<file path="src/spkt_pkg.sv">
// Shared types, widths and codes of the sorted pair-key table.
package spkt_pkg;

    localparam int CAPACITY_DEF = 256;
    localparam int KEY_W        = 16;
    localparam int MEAS_W       = 32;
    localparam int MODE_W       = 3;
    localparam int STATUS_W     = 2;

    localparam logic [MODE_W-1:0] MODE_INS_KEEP = 3'd0;
    localparam logic [MODE_W-1:0] MODE_INS_UPD  = 3'd1;
    localparam logic [MODE_W-1:0] MODE_LOOKUP   = 3'd2;
    localparam logic [MODE_W-1:0] MODE_REMOVE   = 3'd3;
    localparam logic [MODE_W-1:0] MODE_FIND_MAX = 3'd4;
    localparam logic [MODE_W-1:0] MODE_FIND_MIN = 3'd5;

    localparam logic [STATUS_W-1:0] STATUS_OK    = 2'd0;
    localparam logic [STATUS_W-1:0] STATUS_FULL  = 2'd1;
    localparam logic [STATUS_W-1:0] STATUS_EMPTY = 2'd2;

    typedef struct packed {
        logic signed [KEY_W-1:0]  key_x;
        logic signed [KEY_W-1:0]  key_y;
        logic signed [MEAS_W-1:0] measure;
    } t_entry;

    typedef enum logic [2:0] {
        CELL_HOLD,
        CELL_CMP,
        CELL_INS,
        CELL_UPD,
        CELL_REM,
        CELL_ROT
    } t_cell_op;

    typedef struct packed {
        t_cell_op op;
        t_entry   data;
    } t_cell_cmd;

endpackage

</file>
<file path="src/spkt_cell.sv">
// One table cell: holds one entry, compares it with the broadcast key, shifts to neighbors.
module spkt_cell (
    input  logic               i_clk,
    input  spkt_pkg::t_cell_cmd i_cmd,
    input  logic               i_held,
    input  logic               i_last,
    input  logic               i_prev_lt,
    input  spkt_pkg::t_entry   i_prev,
    input  spkt_pkg::t_entry   i_next,
    input  spkt_pkg::t_entry   i_head,
    output spkt_pkg::t_entry   o_entry,
    output logic               o_lt,
    output logic               o_eq
);

    spkt_pkg::t_entry r_entry;
    spkt_pkg::t_entry n_entry;
    logic             r_lt;
    logic             n_lt;
    logic             r_eq;
    logic             n_eq;
    logic             x_eq;
    logic             key_eq;
    logic             key_lt;

    always_comb begin
        x_eq   = (r_entry.key_x == i_cmd.data.key_x);
        key_eq = x_eq && (r_entry.key_y == i_cmd.data.key_y);
        key_lt = ($signed(r_entry.key_x) < $signed(i_cmd.data.key_x)) ||
                 (x_eq && ($signed(r_entry.key_y) < $signed(i_cmd.data.key_y)));

        n_entry = r_entry;
        n_lt    = r_lt;
        n_eq    = r_eq;
        case (i_cmd.op)
            spkt_pkg::CELL_CMP: begin
                n_lt = i_held && key_lt;
                n_eq = i_held && key_eq;
            end
            spkt_pkg::CELL_INS: begin
                // cells at or after the insert point move up; the first one takes the new item
                if (!r_lt) begin
                    n_entry = i_prev_lt ? i_cmd.data : i_prev;
                end
            end
            spkt_pkg::CELL_UPD: begin
                if (r_eq) begin
                    n_entry.measure = i_cmd.data.measure;
                end
            end
            spkt_pkg::CELL_REM: begin
                if (!r_lt) begin
                    n_entry = i_next;
                end
            end
            spkt_pkg::CELL_ROT: begin
                n_entry = i_last ? i_head : i_next;
            end
            default: begin
            end
        endcase
    end

    always_ff @(posedge i_clk) begin
        r_entry <= n_entry;
        r_lt    <= n_lt;
        r_eq    <= n_eq;
    end

    assign o_entry = r_entry;
    assign o_lt    = r_lt;
    assign o_eq    = r_eq;

endmodule

</file>
<file path="config.mk">
export PLATFORM = sky130hd
export DESIGN_NAME = spkt_cell
export DESIGN_NICKNAME = d
export VERILOG_FILES = /design/src/spkt_pkg.sv /design/src/spkt_cell.sv
export SDC_FILE = /design/constraint.sdc
export NUM_CORES = 1
export LEC_CHECK = 0
export ABC_AREA = 1
export BUFFER_PORTS_ARGS = -buffer_cell sky130_fd_sc_hd__buf_2
export CAP_MARGIN = 25
export CORE_MARGIN = 3
export CORE_UTILIZATION = 25
export CTS_CLUSTER_SIZE = 10
export DETAILED_ROUTE_END_ITERATION = 10
export PLACE_DENSITY_LB_ADDON = 0.3
export SLEW_MARGIN = 40
export SYNTH_ARGS = -nofsm -noshare
export SYNTH_HDL_FRONTEND = slang
export SYNTH_SLANG_ARGS = --single-unit
</file>
<file path="constraint.sdc">
create_clock -name i_clk -period 4.7 [get_ports i_clk]
set_clock_uncertainty 0.2 [all_clocks]
set_input_delay 0.705 -clock i_clk [delete_from_list [all_inputs] [get_ports i_clk]]
set_output_delay 0.705 -clock i_clk [all_outputs]
set_load 0.01 [all_outputs]
</file>
[Yosys cells after proc, flatten, opt, wreduce, memory -nomap -nowiden]
Index checks and enable logic that the tools add are counted.
Word-level totals
  register bits after elaboration: 66
  bits in latches: 0
  memory bits (writable): 0
  bits in read-only memories: 0
  bits of input ports: 263
  output and inout port bits: 66
  memories: 0
Operators by class
  add/subtract/negate cells: 0
  $mul: 0
  divide/modulo/power cells: 0
  $lt $le $gt $ge: 2
  eq/ne operators: 10
  shift operators: 0
  muxes and demuxes: 7
  bitwise logic cells: 0
  reduce and logical (&&, ||, !) cells: 9
Operators with widths (count)
  $mux 64: 4
  $pmux 32 s4: 1
  $pmux 32 s3: 1
  $eq 16x16->1: 2
  $lt 16x16->1: 2
  $mux 32: 1
  $eq 3x2->1 const B: 2
  $eq 3x3->1 const B: 2
  $ne 2x2->1 const B: 3
  $logic_and 1x1->1: 4
  $reduce_and 4->1: 1
  $reduce_bool 4->1: 1
  $eq 3x1->1 const B: 1
  $reduce_and 3->1: 1
  $reduce_bool 3->1: 1
  $logic_or 1x1->1: 1

[Logic depth before layout (Yosys ltp)]
Gate-level depths: netlist of run 1.
  word-level depth: 4
  mapped depth: 14

[Worst setup path before layout of run 1]
Ideal clock, no wire load.
  path kind: input port to flip-flop
  start: input port i_cmd[65] in the netlist's numbering
  end: register r_entry (netlist bit o_entry[0]), enable pin
  setup time: 0.461 ns
  arrival: 3.278 ns
  data required time: 4.039 ns
  setup slack: 0.761 ns
  stages on the path: 3
  buffers on the path: 0
  cells stage by stage: inv_2 > ha_1 > nor3_1
Between the ends
  longest elaborated chain between the ends: 3
  elaborated cells on any way between the ends: 9
  classes of those cells: eq/ne: 7; reduce/logical: 2
RTL lines
  start: declaration: RTL line spkt_cell.sv:4  | input spkt_pkg::t_cell_cmd i_cmd,
  $eq 3x3->1 / $eq 3x2->1 (equally long branches): RTL line spkt_cell.sv:35  | case (i_cmd.op)
  $reduce_bool 4->1 (no source line) / $ne 2x2->1 (equally long branches)
  $reduce_and 4->1 (no source line) (*)
  end signal: assignment: RTL line spkt_cell.sv:65  | r_entry <= n_entry;
  end: declaration: RTL line spkt_cell.sv:16  | spkt_pkg::t_entry r_entry;
Mark *: on every way between the ends. The rest lies on a longest branch, timed or not.
A chain may end at the register's enable or synchronous reset.

[Worst setup path after layout of run 1]
  start: input port i_cmd[65] in the netlist's numbering
  end: register r_entry (netlist bit o_entry[60]), enable pin
Between the ends
  longest elaborated chain between the ends: 3
  elaborated cells on any way between the ends: 7
  classes of those cells: eq/ne: 5; reduce/logical: 2
RTL lines (RTL line)
  $eq 3x2->1 / $eq 3x3->1 (equally long branches): spkt_cell.sv:35
  $ne 2x2->1 (no source line) / $reduce_bool 3->1 (equally long branches)
  $reduce_and 3->1 (no source line) (*)
Marks and branches as above.

==> results of run 1 <==
report_power, final:
| group | leakage, nW | switching, W | total [W] | internal [W] |
|---|---|---|---|---|
| clock | 0.116 | 0.000238 | 0.000583 | 0.000345 |
| sequential | 0.637 | 0.0000203 | 0.000745 | 0.000725 |
| combinational | 2.91 | 0.000295 | 0.000518 | 0.000223 |
metal layers:
metal  up-vias  global-route usage  share of wire
met4         4             0.06528          0.026
met5         -                   0         0.0013
li1       2979                   -              -
met1      2738              0.2082           0.43
met2       230              0.2761           0.47
met3        35             0.03890          0.071
worst min-delay path, stage by stage:
cell	delay, ps
buf_2	80
a221oi_1	60
nor2_1	80
worst max path at each step:
| stage | cells after the start | from | end | slack, ps |
|---|---|---|---|---|
| after floorplan | 3 | i_cmd[65] | o_entry[0] | 760 |
| after global placement | 7 | i_cmd[66] | o_entry[20] | 1590 |
| after detailed placement | 9 | i_cmd[65] | o_entry[21] | 1520 |
| after CTS | 9 | i_cmd[65] | o_entry[21] | 1900 |
| after global routing | 7 | i_cmd[66] | o_entry[7] | 1930 |
| final | 8 | i_cmd[65] | o_entry[60] | 2050 |
placed cells by master, fill, tap and decap left out, drive strengths merged:
master	n
a21boi	1
a22o	1
nor3	4
a22oi	45
a221oi	16
and3	1
o21bai	2
diode	2
clkinv	2
nand3	13
nand4	1
a41oi	13
inv	72
a21oi	75
nand2	190
buf	339
mux2i	3
o21ai	39
nand3b	1
nor2	57
clkbuf	11
ha	33
a21o	2
edfxtp	66
a32oi	2
state kept, by name, indices dropped and copies added, names as in the netlist:
name	cells
o_entry	64
o_eq	1
o_lt	1
area by class of cell:
class,instances,share of cell area
inverters,72,0.03653
multi-input cells,499,0.3793
clock buffers,11,0.03146
well taps,270,0.04566
flip-flops and latches,66,0.2679
diodes,2,0.0006765
clock inverters,2,0.001015
repair buffers,339,0.2374
metrics by stage:
step / instances / instance area (um^2) / util / hold slack (ps)
6_report: 1261 / 7398 / 0.3610 / 503.2
5_1_grt: 1261 / 7398 / 0.3610 / 502.8
4_1_cts: 1258 / 7361 / 0.3592 / 482.7
3_5_place_dp: 1245 / 7121 / 0.3474 / 743.6
3_3_place_gp: 1244 / 7101 / 0.3465 / 726.8
2_1_floorplan: 680 / 5284 / - / 664.3
cell families (layout without fill, tap and decap cells):
| group | after synthesis | after routing | share of synthesized area |
|---|---|---|---|
| AO/OA/AOI/OAI | 196 | 196 | 0.2396 |
| adder cells (fa/ha/maj) | 33 | 33 | 0.07814 |
| buffers and inverters | 115 | 424 | 0.09780 |
| flip-flops | 66 | 66 | 0.3751 |
| multiplexers | 3 | 3 | 0.005683 |
| other | 0 | 2 | 0 |
| AND/OR/NAND/NOR | 267 | 267 | 0.2037 |
==> run metrics, run 1 <==
GRT Total Usage 0.1662; worst hold-check path type in2reg; Initial Util 0.2578; TritonCTS clock tree built; drt wl/cell 16.09 um; Bufs on Longest Clock Path 2; Least-Margin Pin Slew 746.4 ps; Chip Width 151.4 um; share of the synthesized area in the top cell type 0.3751; post-synth cell types 37; Hold Startpoint i_head[15]; hold path endpoint o_entry[15]; Rel. slew slack 0.5019; Slew Viols, Final 0; initial antenna violation count 4; full die area 22920 um^2; post-synthesis sequential area ratio 0.3751; IO Port Bufs 328; Max-Cap Viols 0; sequential cell area 1982 um^2; peak supply drop 0.1331 mV; reg2reg setup slack 2420 ps; cell taking the most area after synthesis edfxtp_1; Top cell by count, worst path buf_4; R2R depth 9; P&R area growth vs syn 40.02%; FF-to-FF Start o_entry[63]; Vias/cell 4.747; synthesized instance count 680; fin crit share 0.5645; RSZ-0062 raised after global routing no; CTS resizes 0; crit-path cells buf_2 -> inv_2 -> ha_1 -> buf_4 -> inv_2 -> buf_4 -> a21oi_4 -> buf_4; largest net degree at the start of global routing 50; placer congestion estimate 0.8306; fillers 2265; DR DRC count 0; Total Power 0.001846 W; critical path endpoint category flop; cell family with most CP delay buffers and inverters; Worst-path clk slew 50 ps; Synth Register Bits 66; Multi-input gate area 2806 um^2; Detailed Route WL 20.29 mm; WS Path Type in2reg; status complete, no violations; Synth area leaders edfxtp_1 38%, nand2_1 13%, ha_1 7.8%; Pleak 3.664 nW; worst setup margin 2047 ps; critical path buffer and inverter count 6; area of the mapped netlist 5284 um^2; share of cells above drive strength 1 0.3711; CP Data Required Time 4470 ps; Post-CTS Setup Inserts 0; I/O pins 329; Post-Syn Nets 976; initial DRC count 289; pwr dens 249.5 nW/um^2; CTS buffer count 9; CTS hold repair buffers 0; Final Setup Violations 0; Mean Syn Cell Area 7.770 um^2; CP startpoint kind input pin; # rows 52; Final Hold Vio Count 0; global-route wire length before repair 29.56 mm; nets 1283; slowest cell on the critical path buf_4; Warnings, synthesis 0; f_max 376.9 MHz; most instantiated cells after synthesis 189 x nand2_1, 75 x a21oi_1, 68 x inv_1, 66 x edfxtp_1, 55 x nor2_1; vias in the first global route 5792; CTS H-Tree Depth 3; crit path DAT 2430 ps; vias 5986; r2r endpoint o_lt; Worst Hold Path Cells 3; Clk Latency, worst-skew pair 330 ps; pre-CTS setup slack 1516 ps; Clock Tree Root clkbuf_16; critical-path maximum fanout 34; Antenna Nets Post-Route 0; ys flop type edfxtp_1; clk sinks 66; Worst path max stage delay 400 ps; Tmin final 2653 ps; most frequent cell after synthesis nand2_1; Die Span Y 151.4 um; gr ovfl total 0; area of the core 20490 um^2; Fin Setup TNS 0 ps; HPWL after DPL 15.54 mm; first-pass detailed-route iteration total 5; ys async rst share 0; EDFF count, synth 66
Power figures use the tool's default switching activity.
==> run 2, diff against run 1 <==
- clock period: 4.7 -> 2.52 ns (I/O delays scaled with it)
==> run metrics, run 2 (synthesized netlist as in run 1, its figures left out) <==
pwr dens 491.2 nW/um^2 (was 249.5 nW/um^2); nets 1288 (was 1283); Total Power 0.003698 W (was 0.001846 W); Fin Setup TNS 0 ps (unchanged); P&R area growth vs syn 42.48% (was 40.02%); critical-path maximum fanout 4 (was 34); vias 5969 (was 5986); Post-CTS Setup Inserts 0 (unchanged); DR DRC count 0 (unchanged); CTS resizes 0 (unchanged); vias in the first global route 5661 (was 5792); post-route cell area 7528 um^2 (was 7398 um^2); most frequent cells in the layout 328 x buf_2, 189 x nand2_1, 74 x a21oi_1 (unchanged); status complete, no violations (unchanged); Least-Margin Pin Slew 614.6 ps (was 746.4 ps); Detailed Route WL 20.44 mm (was 20.29 mm); crit path DAT 1960 ps (was 2430 ps); Antenna Nets Post-Route 0 (unchanged); CP Data Required Time 2510 ps (was 4470 ps); RSZ-0062 raised after global routing no (unchanged); Max-Cap Viols 0 (unchanged); Clock Tree Root clkbuf_16 (unchanged); Die Span Y 151.4 um (unchanged); critical path endpoint category flop (unchanged); peak supply drop 0.3605 mV (was 0.1331 mV); worst setup margin 552.0 ps (was 2047 ps); Chip Width 151.4 um (unchanged); full die area 22920 um^2 (unchanged); Final Setup Violations 0 (unchanged); most common cell after layout, fill and taps aside buf_2 (unchanged); Final Hold Vio Count 0 (unchanged); Cell Area, Placed 7224 um^2 (was 7121 um^2); initial antenna violation count 1 (was 4); Vias/cell 4.711 (was 4.747); Tmin final 1968 ps; TritonCTS clock tree built (unchanged); f_max 508.1 MHz; HPWL after DPL 16.25 mm (was 15.54 mm); gr ovfl total 0 (unchanged); fillers 2229 (was 2265); pre-CTS setup slack 393.5 ps (was 1516 ps); Rel. slew slack 0.5866 (was 0.5019); GRT Total Usage 0.1697 (was 0.1662); WS Path Type reg2reg (was in2reg); Bufs on Longest Clock Path 2 (unchanged); Worst-path clk slew 60 ps (was 50 ps); area of the core 20490 um^2 (unchanged); placer congestion estimate 0.7933 (was 0.8306); drt wl/cell 16.13 um (was 16.09 um); CP startpoint kind flop (was input pin); global-route wire length before repair 30.12 mm (was 29.56 mm); fin crit share 0.7809; share of cells above drive strength 1 0.3775 (was 0.3711); Slew Viols, Final 0 (unchanged); worst hold-check path type in2reg (unchanged); initial DRC count 251 (was 289); IO Port Bufs 328 (unchanged); Pleak 3.728 nW (was 3.664 nW); CTS buffer count 9 (unchanged); # rows 52 (unchanged); CTS hold repair buffers 0 (unchanged); CTS H-Tree Depth 3 (unchanged); first-pass detailed-route iteration total 5 (unchanged); Clk Latency, worst-skew pair 330 ps (about the same); Initial Util 0.2578 (unchanged); clk sinks 66 (unchanged); max reg flops 64 (unchanged); I/O pins 329 (unchanged); largest net degree at the start of global routing 51 (was 50)
==> run 2: cell count changes in the layout (fill, tap and decap cells not counted), sizes merged <==
cell	before	now
buf	339	344
bufinv	0	2
clkinv	2	1
clkbuf	11	12
diode	2	1
==> run 2: stage by stage <==
step / util / instances / hold WS [ps]
floorplan: - / 680 / 391.6
global placement: 0.3525 / 1251 / 504.1
detailed placement: 0.3525 / 1251 / 510.9
CTS: 0.3672 / 1266 / 154.3
global route: 0.3672 / 1266 / 173.4
finish: 0.3673 / 1267 / 171.0
==> run 2: power breakdown <==
group / internal (W) / total, W / switching (W) / leakage [nW]
Clock: 0.000860 / 0.00132 / 0.000459 / 0.147
Sequential: 0.00135 / 0.00139 / 0.0000383 / 0.637
Combinational: 0.000433 / 0.000989 / 0.000557 / 2.94
==> run 2: cell type report <==
cell class | instances | area (um^2) | share of cell area
diodes | 1 | 2.502 | 0.0003324
clock buffers | 12 | 236.5 | 0.03141
clock inverters | 3 | 65.06 | 0.008642
inverters | 72 | 270.3 | 0.03590
multi-input cells | 499 | 2810 | 0.3733
flip-flops and latches | 66 | 1982 | 0.2633
well taps | 270 | 337.8 | 0.04487
repair buffers | 344 | 1824 | 0.2423
==> run 2: worst max-delay path, stage by stage (launching register included) <==
cell and delay (ps):
edfxtp_1 390, ha_1 340, nand2_1 60, inv_1 60
nand3_1 90, nor3_1 220, nand3_1 100, nor2_1 140
nand3_1 90, a21oi_1 120
==> run 2: worst paths after layout <==
check         startpoint          end  slack, ps  depth (start not counted)
max reg2reg  o_entry[63]         o_lt        550                          9
max          o_entry[63]         o_lt        550                          9
min           i_next[14]  o_entry[14]        170                          3
min reg2reg  o_entry[63]         o_lt        660                          4
==> run 2: metal layers <==
metal | up-vias | track usage | routed length [um]
li1 | 2995 | - | -
met1 | 2719 | 0.2102 | 8551
met2 | 230 | 0.3010 | 10220
met3 | 23 | 0.03680 | 1376
met4 | 2 | 0.03808 | 284
met5 | - | 0 | 13
==> run 3, diff against run 2 <==
- clock period: 2.52 -> 1.8 ns (I/O delays scaled with it)
==> run metrics, run 3 (synthesized netlist as in run 1, its figures left out) <==
CTS hold repair buffers 0 (unchanged); Final Setup Violations 2 (was 0); Slew Viols, Final 0 (unchanged); nets 1333 (was 1288); Bufs on Longest Clock Path 2 (unchanged); max reg flops 64 (unchanged); FF-to-FF Start o_entry[59] (was o_entry[63]); global-route wire length before repair 31.05 mm (was 30.12 mm); Clk Latency, worst-skew pair 340 ps (was 330 ps); I/O pins 329 (unchanged); IO Port Bufs 328 (unchanged); Pleak 4.000 nW (was 3.728 nW); reg2reg setup slack -120 ps (was 550 ps); HPWL after DPL 16.51 mm (was 16.25 mm); vias 6068 (was 5969); Clock Tree Root clkbuf_16 (unchanged); Placed Cells 1292 (was 1251); Tmin final 1919 ps (was 1968 ps); first-pass detailed-route iteration total 5 (unchanged); # rows 52 (unchanged); CP Data Required Time 1790 ps (was 2510 ps); most common cell after layout, fill and taps aside buf_2 (unchanged); largest net degree at the start of global routing 34 (was 51); most used routing layer met2 (unchanged); violated checks setup timing; Antenna Nets Post-Route 0 (unchanged); Fin Setup TNS -190.2 ps (was 0 ps); CTS buffer count 9 (unchanged); P&R area growth vs syn 52.88% (was 42.48%); placer congestion estimate 0.7861 (was 0.7933); grt met3 use 0.03142 (was 0.03680); Critical Path Source o_entry[59] (was o_entry[63]); critical path endpoint category flop (unchanged); Worst-path clk slew 60 ps (about the same); Detailed Route WL 21.07 mm (was 20.44 mm); met1 Use GR 0.2256 (was 0.2102); initial DRC count 337 (was 251); Antenna diodes 0 (was 1); critical-path maximum fanout 2 (was 4); worst hold-check path type in2reg (unchanged); crit path DAT 1910 ps (was 1960 ps); initial antenna violation count 0 (was 1); Die Span Y 151.4 um (unchanged); Max-Cap Viols 0 (unchanged); gr ovfl total 0 (unchanged); full die area 22920 um^2 (unchanged); clk sinks 66 (unchanged); Rel. slew slack 0.7325 (was 0.5866); vias in the first global route 5803 (was 5661); R2R depth 8 (was 9); r2r endpoint o_lt (unchanged); drt wl/cell 16.06 um (was 16.13 um); GRT Total Usage 0.1770 (was 0.1697); DR DRC count 0 (unchanged); Initial Util 0.2578 (unchanged); area of the core 20490 um^2 (unchanged); Vias/cell 4.625 (was 4.711); Total Power 0.005388 W (was 0.003698 W); RSZ-0062 raised after global routing yes (was no); Chip Width 151.4 um (unchanged); worst setup margin -119.3 ps (was 552.0 ps); TritonCTS clock tree built (unchanged); CTS H-Tree Depth 3 (unchanged); status complete, but fails checks (was complete, no violations); fin crit share 1.066 (was 0.7809); share of cells above drive strength 1 0.4155 (was 0.3775); peak supply drop 0.4188 mV (was 0.3605 mV); Post-Layout Cell Count 1312 (was 1267); Final Hold Vio Count 0 (unchanged); most frequent cells in the layout 328 x buf_2, 188 x nand2_1, 74 x a21oi_1 (was 328 x buf_2, 189 x nand2_1, 74 x a21oi_1); Setup crit end o_lt (unchanged); WS Path Type reg2reg (unchanged); pwr dens 667.0 nW/um^2 (was 491.2 nW/um^2); CP startpoint kind flop (unchanged); Least-Margin Pin Slew 398.1 ps (was 614.6 ps); f_max 521.0 MHz (was 508.1 MHz); M2 GR Usage 0.3050 (was 0.3010)
==> run 3: changes by cell type in the layout (fill, tap and decap cells not counted), sizes merged <==
cell,change
buf,+45
clkbuf,-3
clkinv,+3
clkinvlp,+1
diode,-1
==> run 3: cell type report <==
type / instances / area, um^2
inverters: 72 / 270.3
well taps: 270 / 337.8
clock inverters: 7 / 83.83
fillers: 2165 / 12420
clock buffers: 9 / 225.2
multi-input cells: 499 / 2913
flip-flops and latches: 66 / 1982
repair buffers: 389 / 2266
==> run 3: critical path, cell delays in order (launching register included) <==
cell and delay (ps):
edfxtp_1 450, ha_4 320, nand2_4 50, buf_6 110, nor3_4 190, nand3_1 100, nor2_2 140, nand3_1 90
a21oi_1 120
==> run 3: worst min path at each step <==
stage                           from          end  slack (ps)  cells past startpoint
after floorplan            i_cmd[66]         o_eq         280                      1
after global placement     i_head[4]   o_entry[4]         400                      3
after detailed placement   i_head[4]   o_entry[4]         400                      3
after CTS                 i_next[17]  o_entry[17]          40                      3
after global routing      i_next[14]  o_entry[14]          60                      3
final                      i_next[7]   o_entry[7]          60                      3
==> run 3: power by group <==
| group | internal, W | switching [W] |
|---|---|---|
| clock network | 0.00120 | 0.000704 |
| logic | 0.000727 | 0.000818 |
| registers | 0.00189 | 0.0000519 |
| total | 0.00381 | 0.00157 |
==> run 3: through the flow <==
| step | setup WS, ps | cell area [um^2] | util | hold WS (ps) |
|---|---|---|---|---|
| after floorplan | -261.2 | 5354 | - | 283.6 |
| after global placement | -245.8 | 7661 | 0.3738 | 396.2 |
| after detailed placement | -263.6 | 7661 | 0.3738 | 404.8 |
| after CTS | -147.7 | 8025 | 0.3916 | 39.14 |
| after global routing | -259.4 | 8078 | 0.3941 | 63.72 |
| final | -119.3 | 8078 | 0.3941 | 56.89 |
==> run 3: metal layers <==
layer,vias up,wire length (um)
met5,-,0
met4,0,301
met3,18,1448
met2,228,10460
met1,2741,8856
li1,3081,-
==> run 3: repair_timing <==
action | 4_1_cts | 5_1_grt
pin swaps | 3 | 1
gates resized for setup | 8 | 5
setup buffers | 2 | 2
endpoints found under the setup margin | 2 | 3
