### src/spkt_pkg.sv
// Shared types, widths and codes of the sorted pair-key table.
package spkt_pkg;

    localparam int CAPACITY_DEF = 256;
    localparam int KEY_W        = 16;
    localparam int MEAS_W       = 32;
    localparam int MODE_W       = 3;
    localparam int STATUS_W     = 2;

    localparam logic [MODE_W-1:0] MODE_INS_KEEP = 3'd0;
    localparam logic [MODE_W-1:0] MODE_INS_UPD  = 3'd1;
    localparam logic [MODE_W-1:0] MODE_LOOKUP   = 3'd2;
    localparam logic [MODE_W-1:0] MODE_REMOVE   = 3'd3;
    localparam logic [MODE_W-1:0] MODE_FIND_MAX = 3'd4;
    localparam logic [MODE_W-1:0] MODE_FIND_MIN = 3'd5;

    localparam logic [STATUS_W-1:0] STATUS_OK    = 2'd0;
    localparam logic [STATUS_W-1:0] STATUS_FULL  = 2'd1;
    localparam logic [STATUS_W-1:0] STATUS_EMPTY = 2'd2;

    typedef struct packed {
        logic signed [KEY_W-1:0]  key_x;
        logic signed [KEY_W-1:0]  key_y;
        logic signed [MEAS_W-1:0] measure;
    } t_entry;

    typedef enum logic [2:0] {
        CELL_HOLD,
        CELL_CMP,
        CELL_INS,
        CELL_UPD,
        CELL_REM,
        CELL_ROT
    } t_cell_op;

    typedef struct packed {
        t_cell_op op;
        t_entry   data;
    } t_cell_cmd;

endpackage

### src/spkt_scan.sv
// Running max/min tracker fed from the head cell while the table rotates.
module spkt_scan (
    input  logic             i_clk,
    input  logic             i_en,
    input  logic             i_first,
    input  logic             i_find_max,
    input  spkt_pkg::t_entry i_entry,
    output spkt_pkg::t_entry o_best
);

    spkt_pkg::t_entry r_best;
    logic             better;

    // strict compare: on a tie the earlier entry stays
    always_comb begin
        if (i_find_max) begin
            better = $signed(i_entry.measure) > $signed(r_best.measure);
        end else begin
            better = $signed(i_entry.measure) < $signed(r_best.measure);
        end
        o_best = (i_first || better) ? i_entry : r_best;
    end

    always_ff @(posedge i_clk) begin
        if (i_en) begin
            r_best <= o_best;
        end
    end

endmodule

### config.mk
export PLATFORM = sky130hd
export DESIGN_NAME = spkt_scan
export DESIGN_NICKNAME = d
export VERILOG_FILES = /design/src/spkt_pkg.sv /design/src/spkt_scan.sv
export SDC_FILE = /design/constraint.sdc
export NUM_CORES = 1
export LEC_CHECK = 0
export ABC_AREA = 1
export BUFFER_PORTS_ARGS = -buffer_cell sky130_fd_sc_hd__buf_2
export CAP_MARGIN = 20
export CORE_MARGIN = 10
export CORE_UTILIZATION = 55
export DETAILED_ROUTE_END_ITERATION = 6
export PLACE_DENSITY = 0.85
export SLEW_MARGIN = 20
export SYNTH_ARGS = -nofsm -noshare
export SYNTH_HDL_FRONTEND = slang
export SYNTH_SLANG_ARGS = --single-unit
### constraint.sdc
create_clock -name i_clk -period 5.3 [get_ports i_clk]
set_clock_uncertainty 0.15 [all_clocks]
set_input_delay 0.265 -clock i_clk [delete_from_list [all_inputs] [get_ports i_clk]]
set_output_delay 0.265 -clock i_clk [all_outputs]
set_load 0.02 [all_outputs]
# Yosys cells after proc, flatten, opt, wreduce, memory -nomap -nowiden
# Index checks and enable logic that the tools add are counted.
# Widths: inputs -> output; s select.
word_totals:
  inputBits: 68
  rom_bits: 0
  regBits: 64
  out_inout_bits: 64
  n_memories: 0
  latch_bits: 0
  word_cells: 8
  mem_bits_rw: 0
classes:
  muxes: 2
  multipliers: 0
  magnitude_cmp: 2
  n_shift: 0
  n_reduce_logical: 1
  n_bitwise: 0
  div_mod_pow: 0
  n_addsub: 0
  n_eq_ne: 0
op_table:
  columns: ["op", "count"]
  rows:
  - ["$mux 64", 1]
  - ["$gt 32x32->1", 1]
  - ["$lt 32x32->1", 1]
  - ["$logic_or 1x1->1", 1]
  - ["$mux 1", 1]

# Longest topological paths before layout
# Gate-level depths: netlist (run 1).
logic_depth:
  word_depth: 4
  depth_mapped: 20
  depth_no_buf: 19

# Least setup slack after synthesis (run 1)
# No wires, ideal clock.
synth_timing:
  kind: "reg2out"
  start: "reg r_best[19] in the netlist's numbering"
  end: "out o_best[10] in the netlist's numbering"
  t_arrival_ps: 1955
  path_buffers: 2
  path_stages_with_launch: 15
  setup_slack_ps: 2930
  required_time_ps: 4885
  cell_sequence: "edfxtp_1 -> inv_1 -> ha_1 -> a21o_1 -> o21ai_1 -> nand2_1 -> a21oi_1 -> nand2_1 -> nand2_1 -> nand2_1 -> nand2_2 -> buf_6 -> buf_6 -> nand4_1 -> nand2_1"
synth_lines:
  columns: ["element", "line", "rtl"]
  rows:
  - ["from (decl)", "spkt_scan.sv:11", "spkt_pkg::t_entry r_best;"]
  - ["from (signal assigned)", "spkt_scan.sv:26", "r_best <= o_best;"]
  - ["to (decl)", "spkt_scan.sv:8", "output spkt_pkg::t_entry o_best"]

==> key figures, run 1 <==
Run status
  • Status: complete, no violations

Layout
  • Layout Cells excl Fill: about 650
  • Max reg flops: 64
  • Most common cell after layout, fill and taps aside: nand2_1
  • Fin util: between 60% and 70%
  • Largest registers: r_best (64)
  • Final instance area: between 4000 and 5000 µm²
  • Share of cells above drive strength 1: ~28%
  • Area grow syn2layout: 18.8%
  • # nets final: 651
  • ANT cells: 0
  • Most frequent cells in the layout: nand2_1, buf_2, nand4_1
  • Register with the most flip-flops: r_best

Synthesis
  • Synth Flop Type: edfxtp_1
  • Syn nets: about 530
  • Post-synthesis sequential area ratio: between 40% and 50%
  • FF+latch count, synth: 64
  • Syn_area_per_cell: slightly above 9 µm²
  • Mapped Area: 3960 µm²
  • Ys Warns: 0
  • Netlist cell types: 23
  • Fraction of registers with async set/reset: 0%
  • Synthesized instance count: 433
  • EDFF count, synth: between 60 and 70

Timing
  • Worst Hold Slack: between 60 and 70 ps
  • Setup TNS: 0 ps
  • RSZ-0062 raised after global routing: no
  • Max_slew headroom: between 30% and 40%
  • Fin. max-slew vios: 0
  • PnR worst setup slack: roughly 1300 ps
  • F_max: ~0.25 GHz
  • Hold Fails Final Rpt: 0
  • Setup violators final: 0
  • Worst-Margin Slew: 907 ps
  • Min cycle time layout: between 3000 and 4000 ps
  • Fin crit share: about 75%

Placement
  • GPL Wtd Cong: between 0.7 and 0.8
  • Number of cells after detailed placement: between 600 and 700
  • DP Area: 4530 µm²
  • Detailed placement HPWL: 7440 µm
  • IO buf count: approximately 130
  • Placement Setup Slack: 1690 ps

Global route
  • Tot GR Track Use: roughly a fifth
  • Initial antenna violation count: 0
  • Remaining Overflow, GRT: 0
  • Vias in the first global route: 3551
  • Largest net degree at the start of global routing: 66
  • First-pass GRT wire length: 17400 µm

Clock network
  • Post-CTS Setup Inserts: 0
  • Root buf cell: clkbuf_8
  • CTS tree: built
  • Cts hold-fix bufs: 0
  • Reg clk slew, reported paths: 80 ps
  • # resized after CTS: 0
  • CTS sink count: between 60 and 70
  • Total CTS buffers: 9
  • H-Tree Depth: 3
  • Clk_lat worst skew: around 330 ps
  • Clock Tree Buf Depth: 2

Setup path
  • Crit-path cells: inv_1 -> ha_1 -> a21oi_1 -> o21a_1 -> nand2_1 -> a21oi_1 -> nand2_1 -> nand2_1 -> nand2_1 -> nand2_2 -> nand3_4 -> nand2_1 -> nand2_1 -> buf_2
  • Nature of the critical path endpoint: output port
  • Crit-path most repeated cell: nand2_1
  • R2r worst-path depth: 13
  • Delay-heaviest family, CP: simple AND/OR/NAND/NOR gates
  • CP Launch Type: flop
  • Slowest-stage cell, CP: nand3_4
  • CP peak stage delay: approximately 700 ps
  • CP Max Fanout: 64
  • Critical Path Stages: 14
  • Worst EP arrival: ~3600 ps
  • CP Class: reg -> out
  • Crit path buf inv count: 2
  • Critical path required time: just under 5000 ps

Routing
  • Via count: 3557
  • Routed Antenna Nets: 0
  • Drt first-iter violations: 173
  • Number of detailed-route iterations in the first pass: 4
  • Drt wl/cell: around 16 µm
  • Vias/cell: approximately 5.5
  • Drc violations: 0
  • Total Routed Length: 10700 µm

Floorplanning
  • Core area: a little under 7000 µm²
  • Die X: about 100 µm
  • Row count: 30
  • Die H: about 100 µm
  • Die area: around 11000 µm²
  • IO Count: roughly 130
  • Initial Utilization: about 57%

Worst hold path
  • Hold Path Stages: 3
  • Hold Path Class: in -> reg

Power
  • PD cells: roughly 330 nW/µm²
  • Worst VDD drop: 0.246 mV
  • Tot Pwr: about 1.6 mW
  • LEAKAGE: 2.43 nW

Job
  • MaxCap Viol Count: 0
power breakdown:
group | switching (mW) | internal, mW
clock | 0.211 | 0.174
sequential | 0.0223 | 0.635
combinational | 0.359 | 0.161
per-layer routing:
metal	share of wire [%]	up-vias	GRT usage, %
met5	0	-	0
met4	1.7	0	6.37
met3	6.1	15	4.18
met2	50	124	31.7
met1	42	1674	23.1
li1	-	1744	-
worst reg2reg max path, delay by kind of cell, from the launching register on:
family,cells,cell delay [ps]
buffers and inverters,1,80
adders and majority gates,1,270
DFF,1,400
AOI/OAI and AO/OA,3,460
and+or+nand+nor,8,1830
cells in the mapped netlist (2+ instances only):
library cell	number	share of area [%]
edfxtp_1	64	49
ha_1	32	10
nor2_1	9	0.85
buf_6	14	4.0
buf_4	6	1.1
inv_1	42	4.0
buf_1	2	0.19
nand4_1	66	10
o21ai_0	2	0.25
a21o_1	2	0.38
nand2_1	164	16
a21oi_1	14	1.8
nand3_1	2	0.25
o21a_1	2	0.38
buf_2	4	0.51
kinds of logic after synthesis:
kind of cell               Yosys count  synth area share (%)
DFF                                 64                  48.5
and+or+nand+nor                    246                  28.4
buffers and inverters               69                  9.88
adders and majority gates           32                  10.1
AOI/OAI and AO/OA                   22                  3.13
cell type report:
cell class / instances / area (µm²)
fillers: 585 / 2200
flip-flops and latches: 64 / 1920
multi-input cells: 300 / 1650
repair buffers: 134 / 678
inverters: 42 / 159
clock buffers: 9 / 124
well taps: 96 / 120
clock inverters: 7 / 55.1
worst paths after layout:
check,startpoint,end,slack [ps]
worst min-delay path,i_entry[41],r_best[41]$_DFFE_PP_,60
worst min register to register,r_best[49]$_DFFE_PP_,r_best[49]$_DFFE_PP_,460
worst max register to register,r_best[31]$_DFFE_PP_,r_best[17]$_DFFE_PP_,1840
worst max-delay path,r_best[31]$_DFFE_PP_,o_best[44],1330
Power figures use the tool's default switching activity.
==> run 2, diff against run 1 <==
--- a/config.mk
+++ b/config.mk
@@ -5,13 +5,13 @@
 export SDC_FILE = /design/constraint.sdc
 export NUM_CORES = 1
 export LEC_CHECK = 0
-export ABC_AREA = 1
+export ABC_AREA = 0
 export BUFFER_PORTS_ARGS = -buffer_cell sky130_fd_sc_hd__buf_2
 export CAP_MARGIN = 20
 export CORE_MARGIN = 10
-export CORE_UTILIZATION = 55
+export CORE_UTILIZATION = 51
 export DETAILED_ROUTE_END_ITERATION = 6
-export PLACE_DENSITY = 0.85
+export PLACE_DENSITY = 0.8
 export SLEW_MARGIN = 20
 export SYNTH_ARGS = -nofsm -noshare
 export SYNTH_HDL_FRONTEND = slang
==> constraint.sdc (replaced) <==
create_clock -name i_clk -period 3.72 [get_ports i_clk]
set_clock_uncertainty 0.15 [all_clocks]
set_input_delay 0.186 -clock i_clk [delete_from_list [all_inputs] [get_ports i_clk]]
set_output_delay 0.186 -clock i_clk [all_outputs]
set_load 0.02 [all_outputs]
==> run 2 against run 1 <==
  * Highest routed layer unchanged
  * Critical endpoint is now o_best[1]
  * Non-clock buffer count grew 14
  * Global-route usage down 2.9 points
  * Critical path type unchanged
  * Clock power is 34% higher
==> key figures, run 2 <==
Run status
  • Status: complete, no violations

Floorplanning
  • Core area: 7250 µm²
  • Die H: approximately 110 µm
  • IO Count: 132
  • Die area: between 10000 and 15000 µm²
  • Row count: 31
  • Initial Utilization: a little over half
  • Die X: between 100 and 150 µm

Setup path
  • CP Launch Type: flop
  • CP Class: reg -> out
  • Slowest-stage cell, CP: edfxtp_1
  • Setup crit start: r_best[26]$_DFFE_PP_
  • Crit-path cells: inv_1 -> ha_1 -> nand4_1 -> nor4_2 -> a211oi_2 -> buf_4 -> nand3_1 -> o21a_1 -> nand4_1 -> o21ai_4 -> buf_12 -> buf_12 -> mux2_2 -> buf_2
  • Worst R2R Setup Slack: 560 ps
  • R2r worst-path depth: 13
  • RR Startpoint: r_best[26]$_DFFE_PP_
  • Critical path required time: 3380 ps
  • Nature of the critical path endpoint: output port
  • Worst EP arrival: 3260 ps
  • Reg-to-reg critical path endpoint: r_best[1]$_DFFE_PP_
  • Setup crit end: o_best[1]
  • Critical Path Stages: 14
  • CP peak stage delay: roughly 370 ps
  • CP Max Fanout: 6
  • Crit path buf inv count: 5
  • Delay-heaviest family, CP: simple AND/OR/NAND/NOR gates

Timing
  • F_max: around 0.28 GHz
  • Fin crit share: 96.6%
  • Hold Fails Final Rpt: 0
  • Max_slew headroom: 53.6%
  • Worst Hold Slack: 10.7 ps
  • PnR worst setup slack: about 130 ps
  • Fin. max-slew vios: 0
  • Setup violators final: 0
  • Worst-Margin Slew: a little under 700 ps
  • Min cycle time layout: about 3600 ps
  • Setup TNS: 0 ps

Power
  • PD cells: about 460 nW/µm²
  • Worst VDD drop: around 0.21 mV
  • LEAKAGE: roughly 2.4 nW

Job
  • MaxCap Viol Count: 0

Clock network
  • Total CTS buffers: 9
  • Clock Tree Buf Depth: 2
  • Root buf cell: clkbuf_8
  • H-Tree Depth: 3
  • Reg clk slew, reported paths: ~80 ps
  • CTS tree: built
  • CTS sink count: 64
  • Clk_lat worst skew: 340 ps

Synthesis
  • Post-synthesis sequential area ratio: between 50 and 60%
  • Post-synth top cells: edfxtp_1, mux2_4, ha_1, inv_1, a21oi_1
  • FF+latch count, synth: 64
  • Netlist cell types: 28
  • Yosys top cell by area: edfxtp_1
  • Mapped Area: between 3000 and 4000 µm²
  • Synth Flop Type: edfxtp_1
  • Ys Warns: 0
  • Syn_area_per_cell: about 15 µm²
  • Syn nets: about 360
  • Synth top area share: about half
  • EDFF count, synth: 64
  • Synthesized instance count: about 260
  • Fraction of registers with async set/reset: 0%
  • Largest cells by area after synthesis: edfxtp_1, mux2_4, ha_1, inv_1, buf_6
  • Dominant cell by count in the synthesized netlist: edfxtp_1

Layout
  • Area grow syn2layout: 31.6%
  • Final instance area: 5030 µm²
  • Fill count: between 500 and 600
  • Most frequent cells in the layout: buf_2, edfxtp_1, mux2_4
  • Register with the most flip-flops: r_best
  • Layout Cells excl Fill: between 500 and 600
  • # nets final: roughly 500
  • Register Area: around 1900 µm²
  • Share of cells above drive strength 1: a little under three fifths
  • Most common cell after layout, fill and taps aside: buf_2
  • ANT cells: 0
  • Area of the multi-input gates: around 1800 µm²
  • Largest registers: r_best (64)
  • Max reg flops: 64

Placement
  • Placement Setup Slack: about 390 ps
  • IO buf count: between 100 and 150
  • Number of cells after detailed placement: around 490
  • Detailed placement HPWL: ~7000 µm
  • GPL Wtd Cong: just over 0.8
  • DP Area: roughly 4600 µm²

Global route
  • First-pass GRT wire length: roughly 15000 µm
  • Vias in the first global route: 2829
  • Tot GR Track Use: 15.9%
  • Initial antenna violation count: 0
  • Largest net degree at the start of global routing: 45
  • Remaining Overflow, GRT: 0

Routing
  • Via count: around 2700
  • Vias/cell: just over 5
  • Met2 WL post-DR: 4640 µm
  • Number of detailed-route iterations in the first pass: 4
  • Drc violations: 0
  • Routed Antenna Nets: 0
  • Top sig layer: met4
  • WL met1: 4380 µm
  • Drt wl/cell: 19.3 µm
  • Total Routed Length: 9960 µm
  • Drt first-iter violations: 123
  • Wire length on met3: 753 µm

Worst hold path
  • Min-delay src: i_entry[36]
  • Hold Path Class: in -> reg
-- run 2: changes by cell type in the layout (fill, tap and decap cells not counted), sizes merged, moves of 4 or more --
cell / delta
o21ai: +4
mux2: +64
nand2: -154
nor2: -7
dlygate4sd3: +6
inv: -12
clkbuf: +5
buf: +4
nand4: -60
-- run 2: layout make-up --
class,instances,area share (%)
Clock buffer,10,2.54
Clock inverter,6,0.721
Inverter,32,2.39
Multi-Input combinational cell,157,35.0
Sequential cell,64,38.2
Tap cell,99,2.46
Timing Repair Buffer,148,18.7
-- run 2: worst register-to-register path, delay by kind of cell, from the launching register on --
family	cells	cell delay (ps)
compound gates	3	430
fa+ha+maj	1	330
buf+inv	4	530
flops	1	370
mux	1	360
simple gates	4	730
-- run 2: worst min-delay path by stage --
stage	slack, ps	endpoint	depth (start not counted)
2_1_floorplan	150	r_best[0]$_DFFE_PP_	0
3_3_place_gp	350	r_best[32]$_DFFE_PP_	2
3_5_place_dp	350	r_best[48]$_DFFE_PP_	2
4_1_cts	0.2	r_best[62]$_DFFE_PP_	2
5_1_grt	5	r_best[45]$_DFFE_PP_	2
6_report	10	r_best[36]$_DFFE_PP_	2
-- run 2: metal layers --
layer  up-vias  GRT usage (%)
met5         -              0
met4         0           6.19
met2       106           24.9
met1      1246           19.7
met3        16           5.45
li1       1286              -
-- run 2: stage by stage --
step           utilization [%]  total power [mW]
4_1_cts                   66.1              2.21
6_report                  69.4              2.29
5_1_grt                   69.4              2.41
3_5_place_dp              63.0              1.69
3_3_place_gp              63.0              1.67
2_1_floorplan                -              1.47
-- run 2: cell families (layout without fill, tap and decap cells) --
| family | Yosys count | after routing | share of synthesized area (%) |
|---|---|---|---|
| muxes | 64 | 64 | 24.7 |
| DFF | 64 | 64 | 50.3 |
| adders and majority gates | 32 | 32 | 10.5 |
| buffers and inverters | 38 | 196 | 4.91 |
| AOI/OAI and AO/OA | 29 | 29 | 4.88 |
| and+or+nand+nor | 32 | 32 | 4.71 |
-- run 2: repair_timing --
item | in CTS | in global routing
resized for setup | 0 | 20
setup endpoints to repair | 0 | 64
setup buffers | 0 | 3
hold buffers | 6 | 0
hold endpoints to repair | 6 | 0
-- run 2: where the power goes --
| group | internal, mW | switching [mW] |
|---|---|---|
| combinational | 0.408 | 0.438 |
| sequential | 0.897 | 0.0316 |
| clock | 0.238 | 0.278 |
| total | 1.54 | 0.748 |
==> run 3, diff against run 2 <==
--- a/config.mk
+++ b/config.mk
@@ -9,9 +9,9 @@
 export BUFFER_PORTS_ARGS = -buffer_cell sky130_fd_sc_hd__buf_2
 export CAP_MARGIN = 20
 export CORE_MARGIN = 10
-export CORE_UTILIZATION = 51
+export CORE_UTILIZATION = 42
 export DETAILED_ROUTE_END_ITERATION = 6
-export PLACE_DENSITY = 0.8
+export PLACE_DENSITY = 0.68
 export SLEW_MARGIN = 20
 export SYNTH_ARGS = -nofsm -noshare
 export SYNTH_HDL_FRONTEND = slang
==> run 3 against run 2 <==
  * Routed wire length grew 3.0%
  * Fmax grew 0.98%
  * First-iteration DRC count shrank 4.1%
  * Core utilization shrank 7.7 points
  * Clock power grew 27%
  * Global-route usage shrank 2.0 points
  * Highest routed layer unchanged
  * Sequential cell count is the same
  * Cell count grew 4.5%
  * Via count grew 3.1%
  * Hold slack gained 13 ps
  * Sequential power is essentially flat
  * Critical path type unchanged
==> key figures, run 3 (synthesis gave the netlist of run 2 again) <==
Setup path
  • Worst R2R Setup Slack: 440 ps
  • CP peak stage delay: 380 ps
  • Critical path required time: roughly 3400 ps
  • CP Max Fanout: 6
  • R2r worst-path depth: 13
  • Delay-heaviest family, CP: simple AND/OR/NAND/NOR gates
  • Crit-path cells: inv_1 -> ha_4 -> nand4_1 -> nor4_2 -> a21boi_2 -> nor4b_4 -> or3_1 -> nand4_1 -> o21ai_4 -> buf_6 -> buf_6 -> mux2_4 -> buf_4
  • Crit path buf inv count: 4
  • Reg-to-reg critical path endpoint: r_best[60]$_DFFE_PP_
  • Worst EP arrival: between 3000 and 4000 ps
  • Nature of the critical path endpoint: output port
  • Slowest-stage cell, CP: or3_1
  • CP Class: reg -> out
  • CP Launch Type: flop
  • RR Startpoint: r_best[11]$_DFFE_PP_

Run status
  • Status: complete, no violations

Floorplanning
  • Die H: 115 µm
  • Die area: around 13000 µm²
  • Row count: 34
  • Die X: around 120 µm
  • Core area: approximately 8800 µm²
  • IO Count: roughly 130
  • Initial Utilization: between 40% and 50%

Routing
  • Routed Antenna Nets: 0
  • Vias/cell: roughly 5.1
  • Drt first-iter violations: ~120
  • Number of detailed-route iterations in the first pass: 4
  • Drc violations: 0
  • Total Routed Length: 10300 µm
  • Drt wl/cell: 19.0 µm
  • Via count: ~2700

Timing
  • F_max: about 0.28 GHz
  • Fin. max-slew vios: 0
  • Fin crit share: between 90% and 100%
  • Hold Fails Final Rpt: 0
  • RSZ-0062 raised after global routing: yes
  • Worst Hold Slack: around 23 ps
  • Min cycle time layout: 3560 ps
  • Setup violators final: 0
  • Max_slew headroom: about two fifths
  • Worst-Margin Slew: a little under 900 ps

Clock network
  • Root buf cell: clkbuf_8
  • H-Tree Depth: 3
  • CTS tree: built
  • Total CTS buffers: 9
  • Clock Tree Buf Depth: 2
  • Clk_lat worst skew: approximately 340 ps
  • CTS sink count: 64
  • Reg clk slew, reported paths: roughly 80 ps

Layout
  • Fin util: 61.7%
  • Final instance area: about 5400 µm²
  • Most frequent cells in the layout: buf_2, edfxtp_1, mux2_4
  • ANT cells: 0
  • Area grow syn2layout: 42.2%
  • Most common cell after layout, fill and taps aside: buf_2
  • Register with the most flip-flops: r_best
  • Layout Cells excl Fill: ~540
  • Max reg flops: 64
  • # nets final: 526
  • Largest registers: r_best (64)
  • Share of cells above drive strength 1: 54.8%

Power
  • Part of the power in combinational logic: around 38%
  • Switch share: between 30% and 40%
  • LEAKAGE: 2.52 nW
  • Tot Pwr: 2.54 mW
  • Register share of total power: 36.5%
  • Switching power: between 0.7 and 0.8 mW
  • PD cells: around 470 nW/µm²
  • Internal Power: ~1.8 mW
  • Worst VDD drop: between 0.2 and 0.25 mV
  • Clk pwr share: 25.7%

Worst hold path
  • Hold endpoint: r_best[37]$_DFFE_PP_
  • Hold Path Stages: 2
  • Hold Path Class: in -> reg
  • Min-delay src: i_entry[37]

Global route
  • Met2 usage: approximately 23%
  • M1 GR Usage: approximately 17%
  • Vias in the first global route: between 2000 and 3000
  • First-pass GRT wire length: roughly 15000 µm
  • Busiest grt layer: met2
  • Remaining Overflow, GRT: 0
  • Initial antenna violation count: 0
  • GR Layer Usage met3: between 4 and 5%
  • Tot GR Track Use: around 14%
  • Largest net degree at the start of global routing: just over 50

Placement
  • DP Area: approximately 4600 µm²
  • GPL Wtd Cong: approximately 0.76
  • Detailed placement HPWL: ~7000 µm
  • IO buf count: roughly 130
  • Number of cells after detailed placement: ~500

Job
  • MaxCap Viol Count: 0
-- run 3: cell count changes in the layout (fill, tap and decap cells not counted), sizes merged --
cell and change:
clkinvlp +1, bufinv +2, buf +9, clkinv -3
dlygate4sd3 +5
-- run 3: power groups by stage --
stage                     Clock [mW]  Sequential [mW]  Combinational (mW)
final                          0.653            0.928               0.957
after floorplan                    0            0.931               0.535
after detailed placement           0            0.942               0.749
after global routing           0.702            0.936                1.03
after global placement             0            0.937               0.734
after CTS                      0.680            0.927               0.763
-- run 3: how the worst max path moves through the flow --
stage               cells past startpoint            startpoint  slack, ps                    to
finish                                 13  r_best[11]$_DFFE_PP_        160            o_best[25]
global route                           13   r_best[8]$_DFFE_PP_        -10            o_best[30]
CTS                                    12  r_best[13]$_DFFE_PP_         90            o_best[63]
detailed placement                     12  r_best[31]$_DFFE_PP_        360             o_best[2]
global placement                       12  r_best[31]$_DFFE_PP_        440            o_best[63]
floorplan                              11  r_best[15]$_DFFE_PP_        810  r_best[10]$_DFFE_PP_
-- run 3: stage by stage --
step	setup TNS [ps]	setup slack, ps
after global routing	-136	-12.7
after global placement	0	440
after detailed placement	0	361
final	0	162
after floorplan	0	809
after CTS	0	89.4
-- run 3: what timing repair did --
item | 4_1_cts | 5_1_grt
endpoints found under the hold margin | 10 | 1
hold buffers | 10 | 1
resized for setup | 1 | 104
pin swaps | 0 | 6
endpoints found under the setup margin | 4 | 64
gates cloned | 0 | 7
buffers inserted | 0 | 10
-- run 3: routing by layer --
layer,share of wire [%],up-vias
li1,-,1305
met4,0.75,0
met5,0,-
met1,43,1322
met3,7.5,9
met2,48,100
-- run 3: cell type report --
type / instances / area (µm²)
inverter: 32 / 120
tap: 108 / 135
fill: 658 / 3370
clock buffer: 10 / 128
timing repair buffer: 162 / 1300
clock inverter: 6 / 83.8
sequential: 64 / 1920
multi-input combinational: 157 / 1750
